`config.mk`:
```
export PLATFORM = sky130hd
export DESIGN_NAME = edfq_cell
export DESIGN_NICKNAME = d
export VERILOG_FILES = /design/src/hdl/edfq_pkg.sv /design/src/hdl/edfq_cell.sv
export SDC_FILE = /design/constraint.sdc
export NUM_CORES = 1
export LEC_CHECK = 0
export BUFFER_PORTS_ARGS = -buffer_cell sky130_fd_sc_hd__buf_2
export CORE_AREA = 5 5 114 116
export DETAILED_ROUTE_END_ITERATION = 7
export DIE_AREA = 0 0 119 121
export GPL_TIMING_DRIVEN = 0
export PLACE_DENSITY = 0.87
export SYNTH_ARGS = -nofsm -noshare
export SYNTH_HDL_FRONTEND = slang
export SYNTH_SLANG_ARGS = --single-unit
```
`constraint.sdc`:
```
create_clock -name clk -period 10.2 [get_ports clk]
set_input_delay 2.04 -clock clk [delete_from_list [all_inputs] [get_ports clk]]
set_output_delay 2.04 -clock clk [all_outputs]
set_load 0.01 [all_outputs]
```
`src/hdl/edfq_pkg.sv`:
```
// edfq_pkg: shared types and constants of the EDF ready queue scheduler.
// Used by the cell, the channel interfaces and the top level.
`timescale 1ns / 1ps

package edfq_pkg;

	// Widths fixed by the item formats
	localparam int DL_W        = 64;
	localparam int RES_W       = 8;
	localparam int MAX_THREADS_DEF = 128;

	// Item operation codes
	localparam logic OP_CREATE = 1'b0;
	localparam logic OP_TICK   = 1'b1;

	// Command broadcast to every queue cell
	typedef enum logic [1:0] {
		CMD_HOLD,
		CMD_PUSH,
		CMD_POP,
		CMD_REPLACE
	} cell_cmd_t;

	// Control bundle from the top level to the cell row
	typedef struct packed {
		cell_cmd_t         cmd;
		logic [DL_W-1:0]   dl;
	} cell_ctl_t;

endpackage

```
`src/hdl/edfq_cell.sv`:
```
// edfq_cell: one slot of the sorted ready queue, talks to its two neighbors.
// Depends on edfq_pkg for the command type and deadline width.
`timescale 1ns / 1ps

module edfq_cell
	import edfq_pkg::*;
#(
	parameter int TID_W = 8
) (
	input  logic             clk,
	input  logic             arst_n,
	input  cell_ctl_t        ctl,
	input  logic [TID_W-1:0] new_tid,
	input  logic             at_head,
	// neighbor toward the head
	input  logic             prev_valid,
	input  logic [DL_W-1:0]  prev_dl,
	input  logic [TID_W-1:0] prev_tid,
	input  logic             prev_keep,
	// neighbor toward the tail
	input  logic             next_valid,
	input  logic [DL_W-1:0]  next_dl,
	input  logic [TID_W-1:0] next_tid,
	input  logic             next_keep,
	// own contents
	output logic             valid,
	output logic [DL_W-1:0]  dl,
	output logic [TID_W-1:0] tid,
	output logic             keep
);

	logic             valid_q;
	logic [DL_W-1:0]  dl_q;
	logic [TID_W-1:0] tid_q;

	typedef enum logic [1:0] {
		SRC_OWN,
		SRC_NEW,
		SRC_PREV,
		SRC_NEXT
	} src_t;

	src_t src;

	// Entry stays ahead of the new deadline (equal deadlines keep their place)
	assign keep = valid_q && (dl_q <= ctl.dl);

	// Pick where this slot loads from
	always_comb begin
		src = SRC_OWN;
		case (ctl.cmd)
			CMD_PUSH: begin
				if (keep)
					src = SRC_OWN;
				else if (prev_keep || at_head)
					src = SRC_NEW;
				else
					src = SRC_PREV;
			end
			CMD_POP: src = SRC_NEXT;
			CMD_REPLACE: begin
				// head leaves while the new entry drops into place
				if (next_keep)
					src = SRC_NEXT;
				else if (keep || at_head)
					src = SRC_NEW;
				else
					src = SRC_OWN;
			end
			default: src = SRC_OWN;
		endcase
	end

	// Valid bit
	always_ff @(posedge clk or negedge arst_n) begin
		if (!arst_n) begin
			valid_q <= 1'b0;
		end else begin
			case (src)
				SRC_NEW:  valid_q <= 1'b1;
				SRC_PREV: valid_q <= prev_valid;
				SRC_NEXT: valid_q <= next_valid;
				default:  valid_q <= valid_q;
			endcase
		end
	end

	// Payload
	always_ff @(posedge clk) begin
		case (src)
			SRC_NEW: begin
				dl_q  <= ctl.dl;
				tid_q <= new_tid;
			end
			SRC_PREV: begin
				dl_q  <= prev_dl;
				tid_q <= prev_tid;
			end
			SRC_NEXT: begin
				dl_q  <= next_dl;
				tid_q <= next_tid;
			end
			default: begin
				dl_q  <= dl_q;
				tid_q <= tid_q;
			end
		endcase
	end

	assign valid = valid_q;
	assign dl    = dl_q;
	assign tid   = tid_q;

endmodule

```
== After elaboration in Yosys (flattened, before gate mapping) ==
Cells that the tools add are included.

* Add/sub/neg operators: 0
* Multiply operators: 0
* Div/mod/pow operators: 0
* Magnitude comparators: 1
* Equality and inequality tests: 6
* Shift operators: 0
* Mux-type cells: 8
* Bitwise gates (word level): 0
* Reduce and logical (&&, ||, !) cells: 4

{| class="wikitable"
|+ Operators by type and width
! kind !! count
|-
| 64-bit case mux with 3 select lines || 1
|-
| 64-bit less-or-equal comparator || 1
|-
| 8-bit case mux with 3 select lines || 1
|-
| 2-bit equality test (second input constant) || 4
|-
| 2-bit 2-to-1 mux || 3
|-
| 2-bit case mux with 3 select lines || 1
|-
| 2-bit by 1-bit equality test with 1-bit output (second input constant) || 2
|-
| 1-bit case mux with 3 select lines || 1
|-
| 3-bit nonzero test || 1
|-
| 1-bit logical OR || 2
|-
| 1-bit logical AND || 1
|-
| 1-bit 2-to-1 mux || 1
|}

* Bits in registers: 73
* Bits in latches: 0
* Bits in writable memories: 0
* Memory bits (read-only): 0
* Input port bits: 225
* Output and inout bits: 74
* Logic and storage cells: 22
* Memories kept: 0

== Longest topological paths before layout ==
* Word-level depth: 8
* Gate-level depth with buffers: 11
* Depth with buffers taken out: 9

== Least setup slack after synthesis ==
OpenSTA, ideal clock, no wires.

* Path type: input -> register
* From: input port ctl[14] (netlist name)
* To: register dl_q[0], in the netlist dl[0] (enable)
* Setup time: 0.503 ns
* Arrival time: 6.585 ns
* Setup slack: 3.112 ns
* Cell stages on the path: 9
* Cells stage by stage: inv_1 > ha_1 > nand4_1 > nor4_1 > and4_1 > nand2_2 > a31o_2 > a41o_1 > nor2_1

* Cells in the longest elaborated chain, start to end: 8
* Elaborated cells between the ends (all ways): 11

{| class="wikitable"
|+ Ends and longest elaborated chain
! element !! RTL line !! RTL
|-
| from (decl) || edfq_cell.sv:12 || <nowiki>input cell_ctl_t ctl,</nowiki>
|-
| 64-bit less-or-equal comparator * || edfq_cell.sv:46 || <nowiki>assign keep = valid_q && (dl_q <= ctl.dl);</nowiki>
|-
| 1-bit logical AND * || edfq_cell.sv:46 ||
|-
| 1-bit logical OR || edfq_cell.sv:65 || <nowiki>else if (keep || at_head)</nowiki>
|-
| 1-bit 2-to-1 mux || edfq_cell.sv:65 ||
|-
| 2-bit 2-to-1 mux || edfq_cell.sv:63 || <nowiki>if (next_keep)</nowiki>
|-
| 2-bit case mux with 3 select lines * || edfq_cell.sv:51 || <nowiki>case (ctl.cmd)</nowiki>
|-
| 2-bit equality test / 2-bit by 1-bit equality test with 1-bit output (equally long branches) || edfq_cell.sv:90 || <nowiki>case (src)</nowiki>
|-
| 3-bit nonzero test (no source line) * || -- ||
|-
| to (signal assigned) || edfq_cell.sv:92 || <nowiki>dl_q <= ctl.dl;</nowiki>
|-
| to (signal assigned) || edfq_cell.sv:96 || <nowiki>dl_q <= prev_dl;</nowiki>
|-
| to (signal assigned) || edfq_cell.sv:100 || <nowiki>dl_q <= next_dl;</nowiki>
|-
| to (decl) || edfq_cell.sv:33 || <nowiki>logic [DL_W-1:0] dl_q;</nowiki>
|}

Mark *: on every way between the ends. The rest lies on a longest branch, timed or not.
A chain may end at the register's enable or synchronous reset.

== Worst setup path after layout ==
* From: input port ctl[14] (netlist name)
* To: output port keep

* Cells in the longest elaborated chain, start to end: 2

{| class="wikitable"
|+ Ends and longest elaborated chain
! element !! RTL line !! RTL
|-
| 64-bit less-or-equal comparator || edfq_cell.sv:46 ||
|-
| 1-bit logical AND || edfq_cell.sv:46 ||
|-
| to (decl) || edfq_cell.sv:29 || <nowiki>output logic keep</nowiki>
|}

No other way between the ends.

==> impl_metrics.env <==
export IMPL_via_count=5466
export IMPL_gp_routability_congestion=0.8450
export IMPL_worstSkewPairLatency_ns=0.33
export IMPL_detailedRoute_firstPassIterationCount=4
export IMPL_path_class="in2out"
export IMPL_comb_power_share_pct=30.1
export IMPL_route_final_wire_length_mm=17.72
export IMPL_gr_total_overflow=0
export IMPL_critPathTopFamily="simple AND/OR/NAND/NOR gates"
export IMPL_cts_root_buffer="sky130_fd_sc_hd__clkbuf_16"
export IMPL_avgViaCountPerCell=5.606
export IMPL_ys_async_sr_fraction_pct=1.370
export IMPL_via_count_of_the_first_global_routing_pass=5540
export IMPL_grt_max_degree=35
export IMPL_timing_clock_skew_ns=0.009856
export IMPL_effective_utilization_at_floorplan_pct=45.44
export IMPL_max_freq_ghz=0.1572
export IMPL_count_of_nets_left_with_antenna_violations_after_detail_routing=0
export IMPL_critical_path_max_fanout=3
export IMPL_chipHeight_um=121
export IMPL_worstMarginPinSlew_ns=0.9525
export IMPL_synthMostInstantiatedCell="sky130_fd_sc_hd__and3_1"
export IMPL_grt_antenna_before_repair=5
export IMPL_layout_area_overhead_vs_synth_pct=38.42
export IMPL_tritoncts="yes"
export IMPL_synth_edf_count=72
export IMPL_cp_data_required_time_ns=8.16
export IMPL_htree_num_levels=3
export IMPL_postCtsHoldBufs=0
export IMPL_io_pins=299
export IMPL_worst_hold_path_type="reg2reg"
export IMPL_finalMaxSlewViolations=0
export IMPL_internal_power_w=0.0007863
export IMPL_path_cells="buf_2 -> inv_1 -> ha_1 -> nand4_1 -> nor4_1 -> o21ai_0 -> a31oi_1 -> or2_2 -> a21o_1 -> a21oi_1 -> buf_2"
export IMPL_clockBufferDepth=2
export IMPL_timing_final_setup_violations=0
export IMPL_finish_net_count=1110
export IMPL_drc=0
export IMPL_cts_sinks=73
export IMPL_setup_worst_path_start_class="input pin"
export IMPL_first_pass_grt_wire_length_mm=27.39
export IMPL_floorplan_core_area_mm2=0.01181
export IMPL_cp_slowest_stage_delay_ns=0.57
export IMPL_place_detailed_hpwl_mm=14.50
export IMPL_critical_path_top_cell_by_count="sky130_fd_sc_hd__buf_2"
export IMPL_io_buffer_count=298
export IMPL_ys_ff_latch=73
export IMPL_min_period_over_period_pct=62.35
export IMPL_netlist_area_mm2=0.005368
export IMPL_power_density_mw_per_mm2=150.3
export IMPL_switching_share_pct=29.59
export IMPL_total_leakage_power_nw=3.948
export IMPL_post_cts_setup_buffer_count=0
export IMPL_total_power_w=0.001117
export IMPL_grtUsageTotal_pct=23.67
export IMPL_timing_setup_tns_ns=0
export IMPL_synth_fp_nets=799
export IMPL_post_route_min_period_ns=6.360
export IMPL_synth_largest_type_area_fraction_pct=40.28
export IMPL_postCtsResizedCells=0
export IMPL_cp_num_buf_inv=3
export IMPL_vdd_ir_drop_worst_mv=0.08636
export IMPL_critical_path_slowest_cell="sky130_fd_sc_hd__nor4_1"
export IMPL_post_synth_inst_count=510
export IMPL_yosysWarningCount=0
export IMPL_end_kind="output pin"
export IMPL_tritoncts_num_buffers=9
export IMPL_clkTransAtPathRegs_ns=0.05
export IMPL_row_count=40
export IMPL_synthFlopType="sky130_fd_sc_hd__edfxtp_1"
export IMPL_synth_cell_types=44
export IMPL_power_clock_fraction_pct=32.3
export IMPL_die_ar_mm2=0.01440
export IMPL_wl_per_cell_um=18.18
export IMPL_sequentialPowerShare_pct=37.6
export IMPL_synth_sequential_area_ratio_pct=40.75
export IMPL_rsz0062_at_grt="no"
export IMPL_worstPathArrival_ns=4.32
export IMPL_final_layout_size_suffix_gt1_share_pct=41.04
export IMPL_synth_cells_most_frequent="sky130_fd_sc_hd__and3_1, sky130_fd_sc_hd__a221o_1, sky130_fd_sc_hd__edfxtp_1, sky130_fd_sc_hd__inv_1, sky130_fd_sc_hd__ha_1"
export IMPL_postSynthAreaPerCell_um2=10.52
export IMPL_switching_power_w=0.0003304
export IMPL_cap_viol_max_count=0
export IMPL_hold_viol=0
export IMPL_utilization_pct=62.90
export IMPL_synth_largest_area_cell="sky130_fd_sc_hd__edfxtp_1"
export IMPL_floorplan_die_width_um=119
export IMPL_cells_taking_the_most_area_after_synthesis="sky130_fd_sc_hd__edfxtp_1, sky130_fd_sc_hd__ha_1, sky130_fd_sc_hd__a221o_1, sky130_fd_sc_hd__and3_1, sky130_fd_sc_hd__inv_1"
export IMPL_run_status="finished clean"
export IMPL_relSlewSlack_pct=34.86
export IMPL_detailedRoute_firstIterationViolations=311
worst reg2reg max path, cell delays in order (launching register included):
cell	delay (ns)
sky130_fd_sc_hd__edfxtp_1	0.42
sky130_fd_sc_hd__ha_1	0.34
sky130_fd_sc_hd__nand4_1	0.14
sky130_fd_sc_hd__nor4_1	0.57
sky130_fd_sc_hd__and4_1	0.34
sky130_fd_sc_hd__nand2_2	0.12
sky130_fd_sc_hd__o2111a_1	0.15
sky130_fd_sc_hd__a2111oi_0	0.81
sky130_fd_sc_hd__nor2_4	0.19
sky130_fd_sc_hd__buf_12	0.24
kinds of logic after synthesis:
group / after synthesis / synth area share, %
buf+inv: 100 / 8.275
fa+ha+maj: 64 / 14.92
compound gates: 137 / 20.93
flops: 73 / 40.75
simple gates: 136 / 15.13
stage by stage:
stage / instances / hold WS, ns / worst slack (ns) / cell area (µm²)
5_1_grt: 975 / 0.8612 / 3.618 / 7430
2_1_floorplan: 510 / 0.7224 / 3.112 / 5368
3_3_place_gp: 955 / 0.7562 / 0.9918 / 7043
6_report: 975 / 0.7619 / 3.840 / 7430
4_1_cts: 973 / 0.7735 / 3.735 / 7425
3_5_place_dp: 957 / 0.7538 / 3.737 / 7091
final timing paths:
kind                               from    end  slack, ns  depth (start not counted)
worst max-delay path            ctl[14]   keep       3.84                         11
worst min-delay path              valid  valid       0.76                          2
worst max register to register   dl[14]  dl[2]       6.60                          9
worst min register to register    valid  valid       0.76                          2
max in group asynchronous        arst_n  valid       8.63                          1
min in group asynchronous        arst_n  valid       1.48                          1
registers in the layout, indices dropped and copies added, names as in the netlist:
signal	count
dl	64
tid	8
valid	1
power groups by stage:
stage | sequential [W] | clock, W | combinational (W)
3_5_place_dp | 0.000426 | 0 | 0.000336
6_report | 0.000419 | 0.000361 | 0.000336
4_1_cts | 0.000419 | 0.000366 | 0.000338
2_1_floorplan | 0.000451 | 0 | 0.000161
5_1_grt | 0.000425 | 0.000379 | 0.000374
3_3_place_gp | 0.000429 | 0 | 0.000320
cells in the final DEF (no fill, tap or decap), types with 3 or more instances in the layout:
master / n
sky130_fd_sc_hd__buf_2: 305
sky130_fd_sc_hd__and3_1: 73
sky130_fd_sc_hd__a221o_1: 72
sky130_fd_sc_hd__edfxtp_1: 72
sky130_fd_sc_hd__inv_1: 69
sky130_fd_sc_hd__ha_1: 64
sky130_fd_sc_hd__a21oi_1: 31
sky130_fd_sc_hd__nand2_1: 21
sky130_fd_sc_hd__clkbuf_1: 16
sky130_fd_sc_hd__o21ai_0: 12
sky130_fd_sc_hd__nand4_1: 10
sky130_fd_sc_hd__clkbuf_16: 9
sky130_fd_sc_hd__buf_6: 8
sky130_fd_sc_hd__nor2_1: 5
sky130_fd_sc_hd__and4_1: 4
sky130_fd_sc_hd__nor3_1: 4
sky130_fd_sc_hd__nor4_1: 3
sky130_fd_sc_hd__nand3_1: 3
sky130_fd_sc_hd__clkinv_1: 3
sky130_fd_sc_hd__bufinv_16: 3
layout make-up:
cell class	count	area, µm²
clock inverters	7	108.9
diodes	2	5.005
well taps	147	183.9
repair buffers	300	1531
multi-input cells	337	2744
inverters	69	259.0
fillers	1018	4382
clock buffers	9	225.2
flip-flops and latches	73	2187
plain buffers	31	185.2
layer usage:
| layer | vias to the layer above | global-route usage, % | wire (µm) |
|---|---|---|---|
| li1 | 2638 | - | - |
| met1 | 2549 | 27.55 | 6712 |
| met2 | 241 | 42.07 | 9087 |
| met3 | 32 | 6.527 | 1556 |
| met4 | 6 | 7.676 | 337 |
| met5 | - | 0 | 30 |
Power figures use the tool's default switching activity.
